File: src/hdl/stmam_pkg.sv
package stmam_pkg;

  // item field widths
  localparam int ACTION_W = 3;
  localparam int POS_W    = 3;
  localparam int VALUE_W  = 16;
  localparam int SIZE_W   = 4;
  localparam int STATUS_W = 2;
  localparam int SUM_W    = 24;
  localparam int PROD_W   = 44;

  localparam int IN_TDATA_W  = 32;
  localparam int OUT_TDATA_W = 72;

  // action codes
  localparam logic [ACTION_W-1:0] ACT_CLEAR   = 3'd0;
  localparam logic [ACTION_W-1:0] ACT_LOAD_A  = 3'd1;
  localparam logic [ACTION_W-1:0] ACT_LOAD_B  = 3'd2;
  localparam logic [ACTION_W-1:0] ACT_COMPUTE = 3'd3;
  localparam logic [ACTION_W-1:0] ACT_READ    = 3'd4;

  // status codes
  localparam logic [STATUS_W-1:0] STAT_OK   = 2'd0;
  localparam logic [STATUS_W-1:0] STAT_FULL = 2'd1;
  localparam logic [STATUS_W-1:0] STAT_OOR  = 2'd2;

  localparam logic [SIZE_W-1:0] SIZE_RESET = 4'd8;

  // controller to datapath
  typedef struct packed {
    logic take;       // input request accepted this cycle
    logic rd_issue;   // read stores at the requested position
    logic rd_out;     // load result register from store read
    logic clr_store;  // drop all sum and product entries
    logic i_rst;
    logic i_inc;
    logic j_rst;
    logic j_inc;
    logic sel_b;      // sum pass walks the b list
    logic list_rd;    // read triplets at the counters
    logic sum_rd;     // read sum entry of current triplet
    logic sum_wr;     // write back accumulated sum
    logic pair_chk;   // multiply pair and read product entry
    logic prod_wr;    // write back accumulated product
  } dp_cmd_t;

  // datapath to controller
  typedef struct packed {
    logic out_free;
    logic is_read;
    logic is_compute;
    logic a_empty;
    logic b_empty;
    logic i_last;
    logic j_last;
    logic match;
  } dp_stat_t;

endpackage

File: src/hdl/stmam_ctrl.sv
module stmam_ctrl (
  input  logic               clk_i,
  input  logic               rst_ni,
  input  logic               s_valid_i,
  output logic               s_ready_o,
  input  stmam_pkg::dp_stat_t stat_i,
  output stmam_pkg::dp_cmd_t  cmd_o
);
  import stmam_pkg::*;

  typedef enum logic [3:0] {
    ST_IDLE, ST_READ, ST_CLR, ST_SUM_RD, ST_SUM_LK, ST_SUM_WR,
    ST_PR_RD, ST_PR_CHK, ST_PR_WR
  } state_e;

  state_e state_q, state_d;
  logic   phase_q, phase_d;

  always_comb begin
    cmd_o     = '0;
    state_d   = state_q;
    phase_d   = phase_q;
    s_ready_o = 1'b0;
    case (state_q)
      ST_IDLE: begin
        s_ready_o  = stat_i.out_free;
        cmd_o.take = s_valid_i && stat_i.out_free;
        if (cmd_o.take) begin
          if (stat_i.is_read) begin
            cmd_o.rd_issue = 1'b1;
            state_d        = ST_READ;
          end else if (stat_i.is_compute) begin
            state_d = ST_CLR;
          end
        end
      end
      ST_READ: begin
        cmd_o.rd_out = 1'b1;
        state_d      = ST_IDLE;
      end
      ST_CLR: begin
        cmd_o.clr_store = 1'b1;
        cmd_o.i_rst     = 1'b1;
        cmd_o.j_rst     = 1'b1;
        if (!stat_i.a_empty) begin
          phase_d = 1'b0;
          state_d = ST_SUM_RD;
        end else if (!stat_i.b_empty) begin
          phase_d = 1'b1;
          state_d = ST_SUM_RD;
        end else begin
          state_d = ST_IDLE;
        end
      end
      ST_SUM_RD: begin
        cmd_o.sel_b   = phase_q;
        cmd_o.list_rd = 1'b1;
        state_d       = ST_SUM_LK;
      end
      ST_SUM_LK: begin
        cmd_o.sel_b  = phase_q;
        cmd_o.sum_rd = 1'b1;
        state_d      = ST_SUM_WR;
      end
      ST_SUM_WR: begin
        cmd_o.sel_b  = phase_q;
        cmd_o.sum_wr = 1'b1;
        if (!stat_i.i_last) begin
          cmd_o.i_inc = 1'b1;
          state_d     = ST_SUM_RD;
        end else if (!phase_q && !stat_i.b_empty) begin
          cmd_o.i_rst = 1'b1;
          phase_d     = 1'b1;
          state_d     = ST_SUM_RD;
        end else if (!stat_i.a_empty && !stat_i.b_empty) begin
          cmd_o.i_rst = 1'b1;
          cmd_o.j_rst = 1'b1;
          phase_d     = 1'b0;
          state_d     = ST_PR_RD;
        end else begin
          state_d = ST_IDLE;
        end
      end
      ST_PR_RD: begin
        cmd_o.list_rd = 1'b1;
        state_d       = ST_PR_CHK;
      end
      ST_PR_CHK, ST_PR_WR: begin
        if (state_q == ST_PR_CHK && stat_i.match) begin
          cmd_o.pair_chk = 1'b1;
          state_d        = ST_PR_WR;
        end else begin
          cmd_o.prod_wr = (state_q == ST_PR_WR);
          if (!stat_i.j_last) begin
            cmd_o.j_inc = 1'b1;
            state_d     = ST_PR_RD;
          end else if (!stat_i.i_last) begin
            cmd_o.i_inc = 1'b1;
            cmd_o.j_rst = 1'b1;
            state_d     = ST_PR_RD;
          end else begin
            state_d = ST_IDLE;
          end
        end
      end
      default: state_d = ST_IDLE;
    endcase
  end

  always_ff @(posedge clk_i or negedge rst_ni) begin
    if (!rst_ni) begin
      state_q <= ST_IDLE;
      phase_q <= 1'b0;
    end else begin
      state_q <= state_d;
      phase_q <= phase_d;
    end
  end

endmodule

File: config.mk
export PLATFORM = sky130hd
export DESIGN_NAME = stmam_ctrl
export DESIGN_NICKNAME = d
export VERILOG_FILES = /design/src/hdl/stmam_pkg.sv /design/src/hdl/stmam_ctrl.sv
export SDC_FILE = /design/constraint.sdc
export NUM_CORES = 1
export LEC_CHECK = 0
export ABC_AREA = 1
export BUFFER_PORTS_ARGS = -buffer_cell sky130_fd_sc_hd__buf_2
export CELL_PAD_IN_SITES_DETAIL_PLACEMENT = 2
export CELL_PAD_IN_SITES_GLOBAL_PLACEMENT = 2
export CORE_MARGIN = 10
export CORE_UTILIZATION = 20
export CTS_BUF_LIST = sky130_fd_sc_hd__clkbuf_2
export DETAILED_ROUTE_END_ITERATION = 16
export GPL_TIMING_DRIVEN = 0
export HOLD_SLACK_MARGIN = 0.12
export PLACE_DENSITY = 0.89
export SLEW_MARGIN = 20
export SYNTH_ARGS = -nofsm -noshare
export SYNTH_HDL_FRONTEND = slang
export SYNTH_SLANG_ARGS = --single-unit
File: constraint.sdc
create_clock -name clk_i -period 1.45 [get_ports clk_i]
set_input_delay 0 -clock clk_i [delete_from_list [all_inputs] [get_ports clk_i]]
set_output_delay 0 -clock clk_i [all_outputs]
set_load 0.05 [all_outputs]
==> results of run 1 <==
final cells by class:
| class | instances | area share [%] |
|---|---|---|
| clock buffer | 4 | 2.162 |
| multi-input combinational | 64 | 40.68 |
| sequential | 5 | 13.92 |
| tap | 28 | 3.784 |
| inverter | 11 | 4.459 |
| timing repair buffer | 40 | 35.00 |
through the flow:
step	setup TNS, ns	instance area, sq um
detailed placement	-0.1311	648.1
CTS	-0.03467	808.3
global route	-1.780	925.9
finish	-0.6932	925.9
global placement	-0.06020	648.1
floorplan	-0.1560	488.0
sequential cells by signal, summed over array words and instances (netlist names):
name	cells
phase_q	1
state_q	4
routing by layer:
layer	GRT usage [%]	up-vias	share of wire, %
met1	12.07	366	41
li1	-	347	-
met4	6.154	0	1.5
met5	0	-	0
met2	20.07	24	52
met3	2.645	4	5.9
final timing paths:
kind / from / endpoint / slack, ns / depth (start not counted)
worst max-delay path: state_q[3] / cmd_o[5] / -0.12 / 5
worst min-delay path: stat_i[4] / phase_q / 0.15 / 5
worst max register to register: state_q[3] / state_q[1] / -0.02 / 6
worst min register to register: phase_q / phase_q / 0.59 / 2
max in group asynchronous: rst_ni / state_q[3] / 0.31 / 4
min in group asynchronous: rst_ni / state_q[2] / 0.72 / 3
worst max-delay path: stages (launching register included):
cell and delay, ns:
sky130_fd_sc_hd__dfrtp_2 0.45, sky130_fd_sc_hd__buf_4 0.15, sky130_fd_sc_hd__nor2_4 0.20, sky130_fd_sc_hd__nand3_2 0.16, sky130_fd_sc_hd__a21boi_2 0.17, sky130_fd_sc_hd__buf_6 0.17
Yosys cell counts:
master	instances
sky130_fd_sc_hd__nor2_1	14
sky130_fd_sc_hd__inv_2	1
sky130_fd_sc_hd__nand2_1	24
sky130_fd_sc_hd__nor2_4	1
sky130_fd_sc_hd__inv_1	10
sky130_fd_sc_hd__a21oi_1	2
sky130_fd_sc_hd__o21ai_0	3
sky130_fd_sc_hd__nand4_1	3
sky130_fd_sc_hd__nand3_1	12
sky130_fd_sc_hd__nor3_1	3
sky130_fd_sc_hd__a21boi_0	1
sky130_fd_sc_hd__dfrtp_1	5
sky130_fd_sc_hd__nor2_2	1
power by group:
group	switching, W	total [W]	internal [W]
logic	0.000832	0.00123	0.000400
clock network	0.0000863	0.000160	0.0000732
registers	0.0000678	0.000255	0.000187
total	0.000986	0.00165	0.000661
repair_timing:
action / CTS / global route
gates resized for setup: 25 / 23
setup buffers: 5 / 6
hold buffers: 3 / 1
endpoints found under the hold margin: 5 / 2
pin swaps: 4 / 7
setup endpoints to repair: 14 / 18
cell families after synthesis:
logic type / count (synthesis) / synth area share, %
compound gates: 6 / 7.182
buf+inv: 11 / 9.116
flops: 5 / 27.62
simple gates: 58 / 56.08
==> impl_summary.txt, run 1 <==
----------------------------------------------------
[CTS]
  CTS tree ... done
  Worst skew pair latency ... ~0.26 ns
  Htree depth ... 1
  Number of buffers on the longest clock path ... 2
  Root Driver ... sky130_fd_sc_hd__clkbuf_2
  Clock-pin slew on the worst setup and hold paths ... 0.08 ns
  Sink count of the clock tree ... 5
  Number of clock buffers inserted by TritonCTS ... 3

[Yosys]
  Count of unique library cells instantiated by Yosys ... 13
  Sequential cell area fraction in the yosys report ... 27.62%
  Total standard cell area after synthesis ... 452.9 sq um
  Number of synthesized register bits ... 5
  Cells after Synth ... 80
  Per-instance average area after synthesis ... 5.662 sq um
  Share of the synthesized area in the top cell type ... 27.62%
  Biggest area consumer among synthesized cells ... sky130_fd_sc_hd__dfrtp_1
  Number of warning messages in the yosys log ... 0
  Leading post-synthesis cells by cell area ... sky130_fd_sc_hd__dfrtp_1 (28%), sky130_fd_sc_hd__nand2_1 (20%), sky130_fd_sc_hd__nand3_1 (13%), sky130_fd_sc_hd__nor2_1 (12%), sky130_fd_sc_hd__inv_1 (8.3%)
  Net count after synthesis ... 91

[STA]
  Least-Margin Pin Slew ... 0.2519 ns
  Fin crit share ... 108.1%
  Unrepaired setup endpoints after global routing ... true
  Max_slew headroom ... a little over four fifths
  Minimum clock period ... 1.568 ns
  Hold violation total from the final report ... 0
  Hold Worst Slack ... roughly 0.15 ns
  Pins over their slew limit ... 0
  Post-route worst setup slack ... -0.1178 ns
  Highest Clock Rate ... 637.8 MHz
  Clock tree skew after final layout ... 0.008093 ns
  Setup Viol. Count Final ... 13

[Placed design]
  Worst slack, placed ... -0.05446 ns
  IO buf count ... 25
  Post-DP HPWL ... between 1500 and 2000 microns
  Number of placed cells counting well taps ... 133
  Routability congestion estimate ... 0.8213

[Flow run]
  # Max-Cap Violations ... 0

[Layout]
  Area of combinational cells with multiple inputs ... 376.6 sq um
  FILL cells ... 262
  Post-route core utilization ... 42.26%
  Sequential cell area ... 128.9 sq um
  Commonest non-fill, non-tap cell in the layout ... sky130_fd_sc_hd__nand2_1
  Commonest non-fill, non-tap cells in the layout ... sky130_fd_sc_hd__nand2_1 (18), sky130_fd_sc_hd__buf_2 (12), sky130_fd_sc_hd__buf_4 (12)
  Count of non-filler cells in the finished layout ... 152
  Share of layout cells above drive strength 1 ... 55.65%
  Area growth from synthesis to layout ... 104.4%
  Count of antenna diodes in the layout ... 0
  Total Nets Final ... approximately 140

[Setup path]
  Kind of end point of the critical path ... output port
  Crit path max fanout ... 6
  Critical path class ... flop to output port
  Launching element type of the critical path ... flop
  Worst EP required ... 1.45 ns
  Data arrival time of the critical path ... about 1.6 ns

[Global route]
  Number of antenna violations at the first check in global routing ... 0
  Largest net degree at the start of global routing ... 7
  Global-route wire length before repair ... 3836 microns
  Via count of the first global-routing pass ... 737
  Global route total overflow ... 0
  Total track usage ... a little under an eighth

[Route]
  Average routed wire per standard cell ... approximately 21 microns
  Length of the first detailed-routing pass in iterations ... 4
  Starting DRT DRC Count ... 30
  Total detailed-routing wirelength ... 3188 microns
  DRC violation count after routing ... 0
  Post-route antenna net violation count ... 0
  Vias per cell ... 4.875
  Detailed-route via count ... approximately 740

[Run status]
  Failing checks ... negative setup slack
  Outcome ... finished, violations left

[Die]
  Die X-Extent ... 67.59 microns
  Initial cell density of the core ... 20.67%
  I/O pins ... 26
  Chip height ... 67.59 microns
  Num rows ... 17
  Core box area ... 0.002191 sq mm
  Area enclosed by the die boundary ... 0.004568 sq mm

[Pwr]
  Total Power ... 0.001646 W
  Largest vdd supply drop ... roughly 620 uV
  Ratio of total power to cell area ... between 1500 and 2000 mW/mm^2
  Leakage power summed over all cells ... 0.5243 nW

[Worst hold path]
  Worst min-delay path category ... input pin to flop

----------------------------------------------------
(Power assumes the default switching activity.)
==> run 2, diff against run 1 <==
clock period = 1.65 ns   (was 1.45 ns; I/O delays follow)
==> impl_summary.txt, run 2 (synthesis results as in run 1) <==
----------------------------------------------------
[Placed design]
  Post-DP HPWL ... 1758 microns
  IO buf count ... 25
  Number of placed cells counting well taps ... ~130
  Routability congestion estimate ... 0.8081
  Post-Place Cell Area ... about 630 sq um

[Pwr]
  Largest vdd supply drop ... 523.3 uV
  Leakage power summed over all cells ... about 0.46 nW
  Ratio of total power to cell area ... 1596 mW/mm^2

[Route]
  DRC violation count after routing ... 0
  Starting DRT DRC Count ... 26
  Post-route antenna net violation count ... 0
  Vias per cell ... 4.774
  Average routed wire per standard cell ... about 17 microns
  Length of the first detailed-routing pass in iterations ... 3
  Total detailed-routing wirelength ... 2533 microns
  Detailed-route via count ... 697

[STA]
  Setup Viol. Count Final ... 0
  Hold violation total from the final report ... 0
  Clock tree skew after final layout ... 0.0007734 ns
  Max_slew headroom ... 81.94%
  Hold Worst Slack ... 0.1383 ns
  Highest Clock Rate ... 631.2 MHz
  Pins over their slew limit ... 0
  Least-Margin Pin Slew ... approximately 0.27 ns
  Minimum clock period ... around 1.6 ns
  Fin crit share ... a little over nine tenths

[CTS]
  Number of buffers on the longest clock path ... 2
  Sink count of the clock tree ... 5
  Root Driver ... sky130_fd_sc_hd__clkbuf_2
  CTS tree ... done
  Worst skew pair latency ... 0.24 ns
  Clock-pin slew on the worst setup and hold paths ... around 0.070 ns
  Htree depth ... 1
  Number of clock buffers inserted by TritonCTS ... 3

[Global route]
  Number of antenna violations at the first check in global routing ... 0
  Largest net degree at the start of global routing ... 8
  Global-route wire length before repair ... slightly below 4000 microns
  Global route total overflow ... 0
  Total track usage ... between 10 and 15%
  Via count of the first global-routing pass ... 759

[Flow run]
  # Max-Cap Violations ... 0

[Layout]
  FILL cells ... 292
  Cell area after layout ... approximately 760 sq um
  Largest register by flop count ... state_q
  Commonest non-fill, non-tap cells in the layout ... sky130_fd_sc_hd__nand2_1 (24), sky130_fd_sc_hd__buf_2 (20), sky130_fd_sc_hd__nor2_1 (12), sky130_fd_sc_hd__nand3_1 (12), sky130_fd_sc_hd__inv_1 (10)
  Area growth from synthesis to layout ... 67.40%
  Share of layout cells above drive strength 1 ... 38.98%
  Max reg flops ... 4
  Registers with the most flip-flops ... state_q: 4 flops, phase_q: 1 flops
  Total Nets Final ... 130
  Count of non-filler cells in the finished layout ... between 100 and 150
  Commonest non-fill, non-tap cell in the layout ... sky130_fd_sc_hd__nand2_1
  Count of antenna diodes in the layout ... 0

[Setup path]
  Launching element type of the critical path ... flop
  Data arrival time of the critical path ... 1.58 ns
  Register-to-register setup slack ... 0.21 ns
  Worst EP required ... 1.65 ns
  Kind of end point of the critical path ... output port
  Critical path class ... flop to output port
  Crit path max fanout ... 5

[Worst hold path]
  Worst min-delay path category ... input pin to flop

[Die]
  Initial cell density of the core ... 20.67%
  Core box area ... 0.002191 sq mm
  Die X-Extent ... 67.59 microns
  Num rows ... 17
  Chip height ... 67.59 microns
  I/O pins ... 26
  Area enclosed by the die boundary ... 0.004568 sq mm

[Run status]
  Outcome ... finished clean

----------------------------------------------------
[run 2: worst max-delay path: stages, from the launching register on]
cell	delay [ns]
sky130_fd_sc_hd__dfrtp_2	0.46
sky130_fd_sc_hd__inv_2	0.09
sky130_fd_sc_hd__nand2_1	0.15
sky130_fd_sc_hd__nor2_4	0.17
sky130_fd_sc_hd__nand2_1	0.13
sky130_fd_sc_hd__o21ai_2	0.13
sky130_fd_sc_hd__buf_4	0.21
[run 2: cell type report]
cell class              instances  area (sq um)  share of cell area [%]
flip-flops and latches          5         130.1                   17.16
well taps                      28         35.03                   4.620
multi-input cells              64         315.3                   41.58
inverters                      11         41.29                   5.446
repair buffers                 34         216.5                   28.55
clock buffers                   4         20.02                   2.640
[run 2: worst paths after layout]
path / endpoint / startpoint / cells past startpoint
max: cmd_o[9] / state_q[1] / 6
min: state_q[1] / stat_i[2] / 4
max reg2reg: state_q[0] / state_q[0] / 7
min reg2reg: phase_q / phase_q / 2
max in group asynchronous: state_q[3] / rst_ni / 3
min in group asynchronous: phase_q / rst_ni / 3
[run 2: where the power goes]
| group | switching, W | internal [W] | total, W |
|---|---|---|---|
| registers | 0.0000591 | 0.000166 | 0.000225 |
| clock network | 0.0000623 | 0.0000643 | 0.000127 |
| logic | 0.000615 | 0.000243 | 0.000858 |
[run 2: stage by stage]
step                  TNS, ns   power, W  utilization [%]  worst slack (ns)
floorplan           -0.007660  0.0007573                -         -0.007660
global placement            0  0.0009207            28.61            0.2215
detailed placement          0  0.0009518            28.61            0.1413
CTS                         0   0.001102            31.47           0.02531
global route          -0.1575   0.001310            34.61          -0.06003
finish                      0   0.001210            34.61           0.06578
[run 2: what timing repair did]
item | CTS | global route
gates resized for setup | 5 | 10
buffers inserted | 0 | 6
setup endpoints to repair | 5 | 7
pin swaps | 0 | 1
hold buffers | 3 | 0
hold endpoints to repair | 7 | 0
[run 2: layer usage]
layer | vias up | GRT usage (%) | wire, microns
met4 | 0 | 5.385 | 93
met1 | 330 | 10.95 | 877
li1 | 336 | - | -
met3 | 9 | 2.810 | 165
met2 | 22 | 20.42 | 1397
met5 | - | 0 | 0
